$ cat config.mk
export PLATFORM = sky130hd
export DESIGN_NAME = pcp_level
export DESIGN_NICKNAME = d
export VERILOG_FILES = /design/src/sv/pcp_pkg.sv /design/src/sv/pcp_level.sv
export SDC_FILE = /design/constraint.sdc
export NUM_CORES = 1
export LEC_CHECK = 0
export CELL_PAD_IN_SITES_DETAIL_PLACEMENT = 0
export CELL_PAD_IN_SITES_GLOBAL_PLACEMENT = 1
export CORE_MARGIN = 5
export CORE_UTILIZATION = 39
export CTS_CLUSTER_SIZE = 16
export DETAILED_ROUTE_END_ITERATION = 10
export DONT_BUFFER_PORTS = 1
export PLACE_DENSITY_LB_ADDON = 0.1
export SLEW_MARGIN = 20
export SYNTH_ARGS = -nofsm -noshare
export SYNTH_HDL_FRONTEND = slang
export SYNTH_SLANG_ARGS = --single-unit
$ cat constraint.sdc
create_clock -name clk -period 31.8 [get_ports clk]
set_input_delay 9.54 -clock clk [delete_from_list [all_inputs] [get_ports clk]]
set_output_delay 9.54 -clock clk [all_outputs]
set_load 0.05 [all_outputs]
$ cat src/sv/pcp_pkg.sv
// Package with the shared beat type, register indexes and ternary constants.
`default_nettype none
package pcp_pkg;

  localparam int LVL_W = 5;

  localparam logic [1:0] REG_RECT_WIDTH      = 2'd0;
  localparam logic [1:0] REG_RECT_HEIGHT     = 2'd1;
  localparam logic [1:0] REG_START_DIRECTION = 2'd2;

  localparam logic [1:0] DIGIT_LOW  = 2'd0;
  localparam logic [1:0] DIGIT_MID  = 2'd1;
  localparam logic [1:0] DIGIT_HIGH = 2'd2;

  localparam logic [32:0] RECIP3 = 33'd43691;

  typedef struct packed {
    logic [31:0]      ph;
    logic [15:0]      w;
    logic [15:0]      h;
    logic [2:0]       dir;
    logic [15:0]      bx;
    logic [15:0]      by;
    logic [LVL_W-1:0] lvl;
    logic             done;
    logic             skip;
  } stage_t;

  function automatic logic [31:0] pow3(input logic [LVL_W-1:0] e);
    logic [31:0] r;
    case (e)
      5'd0:    r = 32'd1;
      5'd1:    r = 32'd3;
      5'd2:    r = 32'd9;
      5'd3:    r = 32'd27;
      5'd4:    r = 32'd81;
      5'd5:    r = 32'd243;
      5'd6:    r = 32'd729;
      5'd7:    r = 32'd2187;
      5'd8:    r = 32'd6561;
      5'd9:    r = 32'd19683;
      5'd10:   r = 32'd59049;
      5'd11:   r = 32'd177147;
      5'd12:   r = 32'd531441;
      5'd13:   r = 32'd1594323;
      5'd14:   r = 32'd4782969;
      5'd15:   r = 32'd14348907;
      5'd16:   r = 32'd43046721;
      5'd17:   r = 32'd129140163;
      5'd18:   r = 32'd387420489;
      5'd19:   r = 32'd1162261467;
      5'd20:   r = 32'd3486784401;
      default: r = 32'd0;
    endcase
    return r;
  endfunction

endpackage
`default_nettype wire

$ cat src/sv/pcp_level.sv
// One subdivision level of the curve walk, registered at its output.
`default_nettype none
module pcp_level #(
  parameter int TERNARY_DIGITS = 20
) (
  input  wire logic            clk,
  input  wire logic            rst,
  input  wire logic            in_valid,
  output logic                 in_ready,
  input  wire pcp_pkg::stage_t in_beat,
  output logic                 out_valid,
  input  wire logic            out_ready,
  output pcp_pkg::stage_t      out_beat
);

  localparam logic [31:0] TOP  = pcp_pkg::pow3(pcp_pkg::LVL_W'(TERNARY_DIGITS - 1));
  localparam logic [31:0] TOP2 = 32'(64'(TOP) * 64'd2);

  logic [2:0]      dir_n;
  logic            portrait;
  logic            rev;
  logic [15:0]     n;
  logic [32:0]     prod;
  logic [15:0]     q;
  logic [15:0]     rem3;
  logic [1:0]      r;
  logic [15:0]     p1;
  logic [15:0]     p2;
  logic [1:0]      digit;
  logic [31:0]     rem;
  logic [15:0]     base;
  logic [15:0]     size;
  pcp_pkg::stage_t beat_next;

  assign in_ready = !out_valid || out_ready;

  always_comb begin
    dir_n = in_beat.dir;
    if (in_beat.w > in_beat.h) begin
      dir_n[2] = 1'b0;
    end
    if (in_beat.w < in_beat.h) begin
      dir_n[2] = 1'b1;
    end
  end

  assign portrait = dir_n[2];
  assign rev      = portrait ? dir_n[1] : dir_n[0];
  assign n        = portrait ? in_beat.h : in_beat.w;
  assign prod     = 33'(n) * pcp_pkg::RECIP3;
  assign q        = prod[32:17];
  assign rem3     = n - q - {q[14:0], 1'b0};
  assign r        = rem3[1:0];
  assign p1       = q + 16'(r == 2'd2);
  assign p2       = {q[14:0], 1'b0} + 16'(r != 2'd0);

  always_comb begin
    if (in_beat.ph >= TOP2) begin
      digit = pcp_pkg::DIGIT_HIGH;
      rem   = in_beat.ph - TOP2;
    end else if (in_beat.ph >= TOP) begin
      digit = pcp_pkg::DIGIT_MID;
      rem   = in_beat.ph - TOP;
    end else begin
      digit = pcp_pkg::DIGIT_LOW;
      rem   = in_beat.ph;
    end
  end

  always_comb begin
    case (digit)
      pcp_pkg::DIGIT_LOW: begin
        base = rev ? p2 : 16'd0;
        size = p1;
      end
      pcp_pkg::DIGIT_MID: begin
        base = p1;
        size = p2 - p1;
      end
      default: begin
        base = rev ? 16'd0 : p2;
        size = p1;
      end
    endcase
  end

  always_comb begin
    beat_next     = in_beat;
    beat_next.dir = dir_n;
    if (!in_beat.done) begin
      if (in_beat.w == 16'd0 || in_beat.h == 16'd0) begin
        beat_next.done = 1'b1;
        beat_next.skip = 1'b1;
      end else if (in_beat.w == 16'd1 && in_beat.h == 16'd1) begin
        beat_next.done = 1'b1;
      end else begin
        beat_next.ph  = rem + {rem[30:0], 1'b0};
        beat_next.lvl = in_beat.lvl + pcp_pkg::LVL_W'(1);
        if (portrait) begin
          beat_next.by = in_beat.by + base;
          beat_next.h  = size;
        end else begin
          beat_next.bx = in_beat.bx + base;
          beat_next.w  = size;
        end
        if (digit == pcp_pkg::DIGIT_MID) begin
          beat_next.dir = dir_n ^ (portrait ? 3'b101 : 3'b110);
        end else begin
          beat_next.dir = dir_n ^ 3'b100;
        end
      end
    end
  end

  always_ff @(posedge clk) begin
    if (rst) begin
      out_valid <= 1'b0;
    end else if (in_ready) begin
      out_valid <= in_valid;
    end
  end

  always_ff @(posedge clk) begin
    if (in_valid && in_ready) begin
      out_beat <= beat_next;
    end
  end

endmodule
`default_nettype wire

==> impl_metrics.tcl <==
set metrics [dict create \
    finalHoldViolCount 0 \
    clockBufferDepth 2 \
    slew_viol_final 0 \
    area_delta_synth_final_pct 5.45 \
    yosysSeqAreaShare_pct 20.9 \
    drtIter0Drc 788 \
    ys_warn_count 0 \
    die_w_um 208 \
    gr-usage-all-layers_pct 22.4 \
    critPathMaxFanout 16 \
    worstSetupStartpointType "input pin" \
    dieArea_sq_um 43400 \
    layout_commonest_cell "ha_1" \
    cp-endpoint "out_beat[22]" \
    worst_slew_pin_slew_ns 0.953 \
    cp.required_ns 31.94 \
    critical_path.endpoint_type "flop" \
    cts_root_buffer "clkbuf_16" \
    hold_class "reg -> reg" \
    grt.overflow.total 0 \
    wirelength_um 49300 \
    drive_above_1_share_pct 5.51 \
    tns_ns 0 \
    ff2ff_path_depth 3 \
    synth_edf_count 106 \
    post_cts_buffers 0 \
    synth.top_cells.by_area "edfxtp_1 21%, ha_1 18%, fa_1 10%" \
    synth-xor-area-share_pct 8.81 \
    netlist_area_sq_um 15300 \
    yosys.area_share.simple_pct 13.4 \
    r2r_slack_ns 28.95 \
    via_count 12400 \
    ctsHoldBuffers 0 \
    synth-seq-cells 107 \
    synth-adder-area-share_pct 28.1 \
    top_level_ports 218 \
    worstSetupPathDepth 50 \
    synth_compound_area_share_pct 18.6 \
    outcome "finished, final reports clean" \
    crit_arrival_ns 22.44 \
    relSlewSlack_pct 34.7 \
    synth_cell_types 83 \
    synth.avg_cell_area_sq_um 8.73 \
    grt_max_degree 74 \
    syn_nets 2166 \
    fin_hold_ws_ns 1.21 \
    rows 72 \
    grt_pass1_wl_um 75500 \
    gp_congestion 0.886 \
    antenna_found_initial 1 \
    clock_latency_ns 0.39 \
    timing.rr.end "out_beat[104]" \
    final_cell_mix "222 x ha_1, 214 x inv_1, 174 x nand2_1, 130 x o21ai_0, 123 x a21oi_1" \
    clk_pin_slew_ns 0.09 \
    cts_tree "done" \
    layout.nets 2129 \
    worstReg2RegStart "out_valid" \
    cpPeakStageDelay_ns 0.83 \
    rsz0062_at_grt "false" \
    critical_path_class "in -> reg" \
    critPathLaunch "in_beat[57]" \
    worstHoldStart "out_valid" \
    fillers 3917 \
    die_h_um 208 \
    synthArstFlopShare_pct 0 \
    period_share_pct 70.1 \
    port_buffers 0 \
    skew_ns 0.00846 \
    h-tree-depth 3 \
    cap_violations 0 \
    setup_violations 0 \
    hpwlAfterDp_um 41700 \
    synth_mux_area_share_pct 3.27 \
    wl_per_cell_um 22.0 \
    cts_made_buffers 9 \
    synth_top_family_by_area "adder cells" \
    start_util_pct 39.5 \
    synthCells 1757 \
    synth_top_area_cell "edfxtp_1" \
    grt_pass1_vias 12100 \
    finalCriticalPeriod_ns 22.30 \
    core_sq_um 38800 \
    drt-vias-per-instance 5.51 \
    cts.sinks 107 \
    ant_nets 0 \
    drc 0 \
    synth_top_area_share_pct 20.7 \
    first_pass_iters 5 \
    worst-path-buf-inv 8 \
    cp_slowest_cell "mux2i_1" \
    path_delay_family "adder cells" \
    max_freq_mhz 44.9 \
    synth_ff_type "edfxtp_1" \
    ctsResizeCount 0 \
]
## sequential cells by signal, indices dropped and copies added (netlist names)
signal	flops
out_beat	106
out_valid	1
## metrics by stage
step | cells | utilization, % | area, sq um | worst slack [ns]
after CTS | 2243 | 41.7 | 16200 | 9.42
after detailed placement | 2227 | 40.9 | 15900 | 9.01
final | 2244 | 41.7 | 16200 | 9.50
after global routing | 2243 | 41.7 | 16200 | 8.64
after floorplan | 1757 | - | 15300 | 10.39
after global placement | 2227 | 40.9 | 15900 | 9.21
## tightest hold or removal path, delay by kind of cell, from the launching register on
family / cells / cell delay [ns]
simple gates: 1 / 0.53
compound gates: 1 / 0.14
flops: 1 / 0.50
## cells in the mapped netlist (all sizes together), types with 8 or more instances
library cell,instances
nand3,41
clkbuf,52
fa,77
o21bai,25
nand2b,17
o21ai,139
mux2i,16
a31oi,14
a211oi,14
nor3,18
xnor2,94
a21oi,124
mux2,30
edfxtp,106
nor4,16
o21a,17
nand2,175
a21o,45
or2,8
inv,214
buf,8
nand4,20
ha,222
nor2,67
or3,8
nor2b,10
xor2,56
and3,18
o211ai,11
o31ai,9
## cells by family (layout without fill, tap and decap cells)
logic type | count (synthesis) | count (layout)
other | 0 | 1
buffers and inverters | 276 | 244
and+or+nand+nor | 424 | 424
DFF | 107 | 107
muxes | 46 | 46
adders and majority gates | 299 | 299
AOI/OAI and AO/OA | 455 | 455
xor gates and xnor gates | 150 | 150
## metal layers
metal  part of all wire (%)  global-route usage [%]  wire (um)
met3                    6.2                    4.34       3070
met1                     48                    32.2      23500
met2                     44                    34.4      21500
met4                    2.6                    6.14       1290
met5                      0                       0          0
## worst min path at each step
stage | to | slack (ns) | cells past startpoint
after floorplan | out_valid | 1.11 | 2
after global placement | out_valid | 1.21 | 2
after detailed placement | out_valid | 1.23 | 2
after CTS | out_valid | 1.24 | 2
after global routing | out_valid | 1.25 | 2
final | out_valid | 1.21 | 2
## area by class of cell
type	count	area (sq um)	area share, %
clock buffers	9	225	1.39
inverters	216	816	5.04
well taps	518	648	4.01
diodes	1	2.50	0.0155
repair buffers	12	90.1	0.557
flip-flops and latches	107	3200	19.8
multi-input cells	1374	11100	68.7
clock inverters	7	80.1	0.495
Power is left out: the tool's default activity adds up to more than one toggle a clock period on the data nets, which glitch-free logic cannot reach.
