**config.mk**
```make
export PLATFORM = sky130hd
export DESIGN_NAME = pcp_tail
export DESIGN_NICKNAME = d
export VERILOG_FILES = /design/src/sv/pcp_pkg.sv /design/src/sv/pcp_tail.sv
export SDC_FILE = /design/constraint.sdc
export NUM_CORES = 1
export LEC_CHECK = 0
export BUFFER_PORTS_ARGS = -buffer_cell sky130_fd_sc_hd__buf_2
export CAP_MARGIN = 20
export CORE_ASPECT_RATIO = 1.2
export CORE_UTILIZATION = 32
export CTS_CLUSTER_DIAMETER = 50
export DETAILED_ROUTE_END_ITERATION = 8
export SKIP_LAST_GASP = 1
export SLEW_MARGIN = 20
export SYNTH_ARGS = -nofsm -noshare
export SYNTH_HDL_FRONTEND = slang
export SYNTH_SLANG_ARGS = --single-unit
```
**constraint.sdc**
```tcl
create_clock -name clk -period 2.4 [get_ports clk]
set_input_delay 0.12 -clock clk [delete_from_list [all_inputs] [get_ports clk]]
set_output_delay 0.12 -clock clk [all_outputs]
set_load 0.05 [all_outputs]
```
**src/sv/pcp_pkg.sv**
```systemverilog
// Package with the shared beat type, register indexes and ternary constants.
`default_nettype none
package pcp_pkg;

  localparam int LVL_W = 5;

  localparam logic [1:0] REG_RECT_WIDTH      = 2'd0;
  localparam logic [1:0] REG_RECT_HEIGHT     = 2'd1;
  localparam logic [1:0] REG_START_DIRECTION = 2'd2;

  localparam logic [1:0] DIGIT_LOW  = 2'd0;
  localparam logic [1:0] DIGIT_MID  = 2'd1;
  localparam logic [1:0] DIGIT_HIGH = 2'd2;

  localparam logic [32:0] RECIP3 = 33'd43691;

  typedef struct packed {
    logic [31:0]      ph;
    logic [15:0]      w;
    logic [15:0]      h;
    logic [2:0]       dir;
    logic [15:0]      bx;
    logic [15:0]      by;
    logic [LVL_W-1:0] lvl;
    logic             done;
    logic             skip;
  } stage_t;

  function automatic logic [31:0] pow3(input logic [LVL_W-1:0] e);
    logic [31:0] r;
    case (e)
      5'd0:    r = 32'd1;
      5'd1:    r = 32'd3;
      5'd2:    r = 32'd9;
      5'd3:    r = 32'd27;
      5'd4:    r = 32'd81;
      5'd5:    r = 32'd243;
      5'd6:    r = 32'd729;
      5'd7:    r = 32'd2187;
      5'd8:    r = 32'd6561;
      5'd9:    r = 32'd19683;
      5'd10:   r = 32'd59049;
      5'd11:   r = 32'd177147;
      5'd12:   r = 32'd531441;
      5'd13:   r = 32'd1594323;
      5'd14:   r = 32'd4782969;
      5'd15:   r = 32'd14348907;
      5'd16:   r = 32'd43046721;
      5'd17:   r = 32'd129140163;
      5'd18:   r = 32'd387420489;
      5'd19:   r = 32'd1162261467;
      5'd20:   r = 32'd3486784401;
      default: r = 32'd0;
    endcase
    return r;
  endfunction

endpackage
`default_nettype wire

```
**src/sv/pcp_tail.sv**
```systemverilog
// Final check of the walk and the registered result beat.
`default_nettype none
module pcp_tail #(
  parameter int TERNARY_DIGITS = 20
) (
  input  wire logic            clk,
  input  wire logic            rst,
  input  wire logic            in_valid,
  output logic                 in_ready,
  input  wire pcp_pkg::stage_t in_beat,
  output logic                 out_valid,
  input  wire logic            out_ready,
  output logic [15:0]          point_x,
  output logic [15:0]          point_y,
  output logic                 skip,
  output logic [31:0]          phase_step
);

  logic                      empty;
  logic                      skip_f;
  logic [pcp_pkg::LVL_W-1:0] left;

  assign in_ready = !out_valid || out_ready;
  assign empty    = !in_beat.done && (in_beat.w == 16'd0 || in_beat.h == 16'd0);
  assign skip_f   = in_beat.skip || empty;
  assign left     = pcp_pkg::LVL_W'(TERNARY_DIGITS) - in_beat.lvl;

  always_ff @(posedge clk) begin
    if (rst) begin
      out_valid <= 1'b0;
    end else if (in_ready) begin
      out_valid <= in_valid;
    end
  end

  always_ff @(posedge clk) begin
    if (in_valid && in_ready) begin
      point_x    <= skip_f ? 16'd0 : in_beat.bx;
      point_y    <= skip_f ? 16'd0 : in_beat.by;
      skip       <= skip_f;
      phase_step <= pcp_pkg::pow3(left);
    end
  end

endmodule
`default_nettype wire

```
==> flow_summary.toml, run 1 <==
[drt]
detail_route.vias_per_cell = 4.49
drtPass1Iterations = 4
drt_iter0_drc = 71
routed_wire_length_per_instance_microns = 14.4
remaining_drc_errors = 0
number_of_routed_nets_with_antenna_violations = 0
detailroute.via_count = 2198
postRouteWirelength_microns = 7050

[floorplanning]
overall_die_area_sq_um = 9400
floorplan.initialDensity_pct = 33.3
fp.coreArea_sq_um = 8660
die_h_microns = 106
rows = 37
die_w_microns = 88.7
design.portCount = 177

[cells_and_area]
number_of_nets_in_the_final_layout = 486
finish.cell_count_without_fillers = 489
area_overhead_vs_synth_pct = 36.1
antenna-diode-count = 0
drive_gt1_share_pct = 47.6
design_area_sq_um = 3930

[synth]
synth_seq_cells = 61
postSynth.asyncResetShare_pct = 0
synth_cell_type_count = 44
synth.cell_area_sq_um = 2880
synth_sequential_area_ratio_pct = 63.2
synth_flop_cell = "edfxtp_1"
synth-edff-count = 60
avgSynthCellArea_sq_um = 12.9
yosys.area.top_type_share_pct = 62.5
yosysWarningCount = 0
synth_area_leader_cell = "edfxtp_1"
yosys-top-cells-area = "edfxtp_1, and2_1, ha_1"
synth_cells = 223

[critical_path]
worstRegToRegCells = 3
timing.setup.critical_path_class = "input pin to register"
timing.rr.start = "out_valid$_SDFFE_PP0N_"
ff2ff_setup_slack_ns = 1.15
cp-end-kind = "register"
critical_path.slowest_cell = "ha_1"
worstSetupStartpointType = "input pin"
endpoint = "phase_step[14]$_DFFE_PP_"
critical_path_required_ns = 2.58
reg2reg_to = "phase_step[21]$_SDFFCE_PP0P_"
cp.arrival_ns = 1.86
slowest_delay_ns = 0.41
critical_path_maximum_fanout = 10
cp_cell_sequence = "buf_2 > inv_1 > ha_1 > inv_1 > ha_1 > buf_4 > or3b_1 > o211ai_2"
setup.worst_path.start = "in_beat[3]"

[run]
cap_viol_max_count = 0

[grt]
maximum_number_of_pins_on_one_net_before_global_route_repair = 61
grtUsageTotal_pct = 15.2
globalRouteMet2Util_pct = 26.2
grt_pass1_vias = 2138
globalRoute.totalOverflow = 0
global_route_wire_length_before_repair_microns = 10300
gr-usage-met3_pct = 7.30
gr_busiest_metal = "met2"
groute.layer.met1.usage_pct = 15.5
antenna_violations_before_repair = 0

[power_and_ir_drop]
vdd_drop_max_mv = 0.316
power_density_nw_per_um2 = 725
total_power_mw = 2.85
power_leakage_nw = 1.72

[hold_path]
timing.hold.worst.class = "input pin to register"

[placed_design]
dpl-instance-area_sq_um = 3700
cell_count_after_placement = 470
detailed_place_hpwl_microns = 5150
finalWeightedCongestion = 0.826
buffer_ports.inserted = 139

[cts]
clock-root-buffer = "clkbuf_8"
clk-insertion-delay-late_ns = 0.34
numClockSinks = 61
h-tree-depth = 3
cts-buffers-inserted = 9
clock_pin_slew_of_the_registers_on_the_worst_case_setup_and_hold_paths_ns = 0.07
cts.repair_timing.setup_buffer_count = 0
cts_max_path_buffers = 2
tritoncts = "done"

[timing]
drv_slew = 0
unrepaired_setup_endpoints_after_global_routing = "no"
fin_setup_tns_ns = 0
worst_clock_skew_ns = 0.0119
layout_worst_path_cycle_share_pct = 70.3
setup_viol_count_final = 0
fin_crit_ns = 1.69
max_freq_mhz = 593
hold_viol_final = 0

[status]
status = "complete, no violations"
critical path, delay by kind of cell:
family	cells	cell delay, ns
AOI/OAI and AO/OA	1	0.09
buffers and inverters	4	0.61
and+or+nand+nor	1	0.38
adders and majority gates	2	0.66
sequential cells by signal, summed over array words and instances (netlist names):
signal	count
point_y	16
phase_step	27
skip	1
point_x	16
out_valid	1
power by group:
part	switching (mW)	internal (mW)	total [mW]
logic	0.486	0.187	0.673
clock network	0.410	0.477	0.887
registers	0.0182	1.27	1.29
kinds of logic (layout without fill, tap and decap cells):
kind of cell	Yosys count	in the layout	synth area share (%)
buffers and inverters	25	173	4.08
flip-flops	61	61	63.2
multiplexers	3	3	1.08
adder cells (fa/ha/maj)	9	9	3.90
other	1	2	0.130
AO/OA/AOI/OAI	34	34	8.68
AND/OR/NAND/NOR	88	88	18.1
XOR/XNOR	2	2	0.868
worst min-delay path by stage:
| stage | from | endpoint | cells past startpoint |
|---|---|---|---|
| 2_1_floorplan | rst | out_valid$_SDFFE_PP0N_ | 1 |
| 3_3_place_gp | rst | out_valid$_SDFFE_PP0N_ | 2 |
| 3_5_place_dp | rst | out_valid$_SDFFE_PP0N_ | 2 |
| 4_1_cts | in_beat[36] | point_x[13]$_SDFFCE_PP0P_ | 2 |
| 5_1_grt | in_beat[17] | point_y[10]$_SDFFCE_PP0P_ | 2 |
| 6_report | in_beat[36] | point_x[13]$_SDFFCE_PP0P_ | 2 |
repair_timing:
item | 4_1_cts | 5_1_grt
gates resized for setup | 0 | 0
hold buffers | 2 | 0
endpoints found under the hold margin | 1 | 0
layout make-up:
type,count,area (sq um)
clock buffer,10,128
clock inverter,6,63.8
fill,846,4730
inverter,11,41.3
multi-input combinational,138,952
sequential,61,1820
tap,117,146
timing repair buffer,146,773
metal layers:
layer / share of wire (%) / up-vias
met5: 0 / -
met4: 1.4 / 0
met3: 12 / 9
met2: 50 / 102
met1: 37 / 1004
li1: - / 1083
metrics by stage:
step | util (%) | hold slack [ns] | worst slack, ns
after floorplan | - | 0.189 | 0.134
after CTS | 45.2 | 0.0326 | 0.729
after global routing | 45.4 | 0.0297 | 0.590
after detailed placement | 42.7 | 0.280 | 0.385
final | 45.4 | 0.0515 | 0.713
after global placement | 42.7 | 0.277 | 0.391
cells in the mapped netlist (3+ instances only):
cell,n
nor2b_1,3
o21ai_0,7
buf_4,6
nand2_1,11
nor2_1,13
nand2b_1,3
and2_1,35
a21oi_1,8
nor4_1,8
edfxtp_1,60
inv_1,11
ha_1,9
clkbuf_1,7
cell usage in the layout, fill, tap and decap left out, types with 2 or more instances in the layout:
cell type,instances
a21oi_1,8
and2_1,34
buf_2,139
buf_4,3
clkbuf_8,9
clkinv_2,2
clkinvlp_4,2
conb_1,2
dlygate4sd3_1,2
edfxtp_1,60
ha_1,9
inv_1,11
mux2i_1,2
nand2_1,11
nand2b_1,3
nand3_1,2
nand4_1,2
nor2_1,12
nor2_4,2
nor2b_1,3
nor3_2,2
nor4_1,8
o211ai_1,2
o211ai_2,2
o21a_1,2
o21ai_0,7
o21ai_2,2
or2_1,2
or2_4,2
(Power assumes the default switching activity.)
==> run 2, diff against run 1 <==
Settings changed: ABC_AREA from default to 1.
Clock period 2.4 ns to 1.6 ns, I/O delays scaled along.
==> run 2 against run 1 <==
Net effect:
- worst setup slack worse by 0.42 ns
- synthesized area is 1.0% higher
- cell area is 2.7% higher
- clock power is 31% higher
- non-clock buffer count is 12 higher
- core utilization is 1.0 points higher
- sequential cell count stayed put
- count of clock-buffer cells in the layout is 1 lower
- critical endpoint is now phase_step[9]$_DFFE_PP_
==> flow_summary.toml, run 2 <==
[status]
status = "complete, no violations"

[synth]
yosysWarningCount = 0
synth.cell_area_sq_um = 2910
postSynth.asyncResetShare_pct = 0
avgSynthCellArea_sq_um = 9.78
synth_cells = 298
synth_commonest_cells = "nor2_1, nand2_1, edfxtp_1"
synth_cell_type_count = 24
synth_seq_cells = 61
synth_flop_cell = "edfxtp_1"
yosys.area.top_type_share_pct = 61.8
yosys-top-cells-area = "edfxtp_1, nor2_1, nand2_1"
synth_sequential_area_ratio_pct = 62.5
synth_most_common_cell = "nor2_1"
synth-edff-count = 60
synth_area_leader_cell = "edfxtp_1"

[grt]
maximum_number_of_pins_on_one_net_before_global_route_repair = 61
grtUsageTotal_pct = 14.3
globalRoute.totalOverflow = 0
antenna_violations_before_repair = 0
global_route_wire_length_before_repair_microns = 10300
grt_pass1_vias = 2360

[critical_path]
critical_path_maximum_fanout = 10
cp.arrival_ns = 1.40
worstRegToRegCells = 2
critical_path_required_ns = 1.69
ff2ff_setup_slack_ns = 0.43
cp-end-kind = "register"
timing.setup.critical_path_class = "input pin to register"
worstSetupStartpointType = "input pin"

[timing]
fin_ws_ns = 0.288
max_freq_mhz = 762
drv_slew = 0
fin_crit_ns = 1.31
unrepaired_setup_endpoints_after_global_routing = "no"
setup_viol_count_final = 0
worst_clock_skew_ns = 0.00561
layout_worst_path_cycle_share_pct = 82.0
hold_viol_final = 0
fin_setup_tns_ns = 0
timing.hold.ws_ns = 0.0383

[cells_and_area]
number_of_nets_in_the_final_layout = 575
regMostFlops = "phase_step"
largest_reg_flops = 27
layout.area.seq_sq_um = 1830
finish.cell_count_without_fillers = 578
layout_commonest_cell = "buf_2"
layout_top_registers = "phase_step x27, point_x x16, point_y x16"
layout.filler_cells = 887
footprint_of_the_multi_input_gates_sq_um = 823
area_overhead_vs_synth_pct = 38.4
design_area_sq_um = 4030
final_cell_mix = "buf_2, nor2_1, nand2_1"
post-route-util_pct = 46.3
drive_gt1_share_pct = 39.7
antenna-diode-count = 0

[drt]
detailroute.via_count = 2439
remaining_drc_errors = 0
drtPass1Iterations = 4
number_of_routed_nets_with_antenna_violations = 0
routed_wire_length_per_instance_microns = 11.2
drt_iter0_drc = 62
detail_route.vias_per_cell = 4.22
postRouteWirelength_microns = 6480

[cts]
clk-insertion-delay-late_ns = 0.34
cts_repair_resize_count = 0
cts_hold_buffers = 1
cts_max_path_buffers = 2
tritoncts = "done"
clock-root-buffer = "clkbuf_8"
h-tree-depth = 3
cts-buffers-inserted = 9
numClockSinks = 61
cts.repair_timing.setup_buffer_count = 0
clock_pin_slew_of_the_registers_on_the_worst_case_setup_and_hold_paths_ns = 0.07

[floorplanning]
die_h_microns = 107
floorplan.initialDensity_pct = 33.5
rows = 37
die_w_microns = 89.1
design.portCount = 177
overall_die_area_sq_um = 9490
fp.coreArea_sq_um = 8700

[placed_design]
cell_count_after_placement = 561
place_worst_setup_slack_ns = -0.0780
finalWeightedCongestion = 0.875
detailed_place_hpwl_microns = 4860
buffer_ports.inserted = 139
dpl-instance-area_sq_um = 3860

[run]
cap_viol_max_count = 0

[hold_path]
timing.hold.worst.class = "input pin to register"
hold_depth = 3

[power_and_ir_drop]
power_density_nw_per_um2 = 1030
power_leakage_nw = 2.06
vdd_drop_max_mv = 0.546
total_power_mw = 4.15
==> run 2: changes by cell type after synthesis, moves of 5 or more <==
cell and delta:
o21ai_0 +5, and2_1 -35, nand2_1 +50, inv_1 +42, clkbuf_1 -6, nor4_1 -8
nor2_1 +49
==> run 2: cell families (layout without fill, tap and decap cells) <==
family / Yosys count / in the layout / synth area share, %
AO/OA/AOI/OAI: 19 / 19 / 3.26
XOR/XNOR: 2 / 2 / 1.25
flip-flops: 61 / 61 / 62.5
adder cells (fa/ha/maj): 9 / 9 / 3.86
other: 1 / 2 / 0.129
AND/OR/NAND/NOR: 139 / 139 / 19.2
buffers and inverters: 67 / 229 / 9.75
==> run 2: power by group <==
group | switching (mW) | total (mW) | internal, mW
logic | 0.771 | 1.06 | 0.288
registers | 0.0307 | 1.94 | 1.91
clock network | 0.608 | 1.16 | 0.549
==> run 2: layout make-up <==
cell class | instances | area share, %
inverter | 55 | 5.12
tap | 117 | 3.63
clock inverter | 7 | 1.05
clock buffer | 9 | 3.07
sequential | 61 | 45.3
timing repair buffer | 158 | 21.5
multi-input combinational | 171 | 20.4
==> run 2: worst paths after layout <==
path,from,to
worst max-delay path,in_beat[2],phase_step[9]$_DFFE_PP_
worst min-delay path,in_beat[20],point_y[13]$_SDFFCE_PP0P_
worst max register to register,out_valid$_SDFFE_PP0N_,phase_step[11]$_DFFE_PP_
worst min register to register,out_valid$_SDFFE_PP0N_,out_valid$_SDFFE_PP0N_
==> run 2: metal layers <==
layer | vias to the layer above | GRT usage, % | part of all wire (%)
li1 | 1247 | - | -
met1 | 1086 | 16.7 | 42
met2 | 93 | 23.8 | 50
met3 | 13 | 3.18 | 6.3
met4 | 0 | 8.28 | 1.6
met5 | - | 0 | 0
==> run 2: worst max-delay path, stage by stage <==
cell and delay, ns:
buf_2 0.10, inv_1 0.06, ha_1 0.17, inv_1 0.07
ha_1 0.29, inv_1 0.24, nand2_1 0.13, nand2_1 0.08
nand2_1 0.05, nand2_1 0.05, nand2_1 0.07
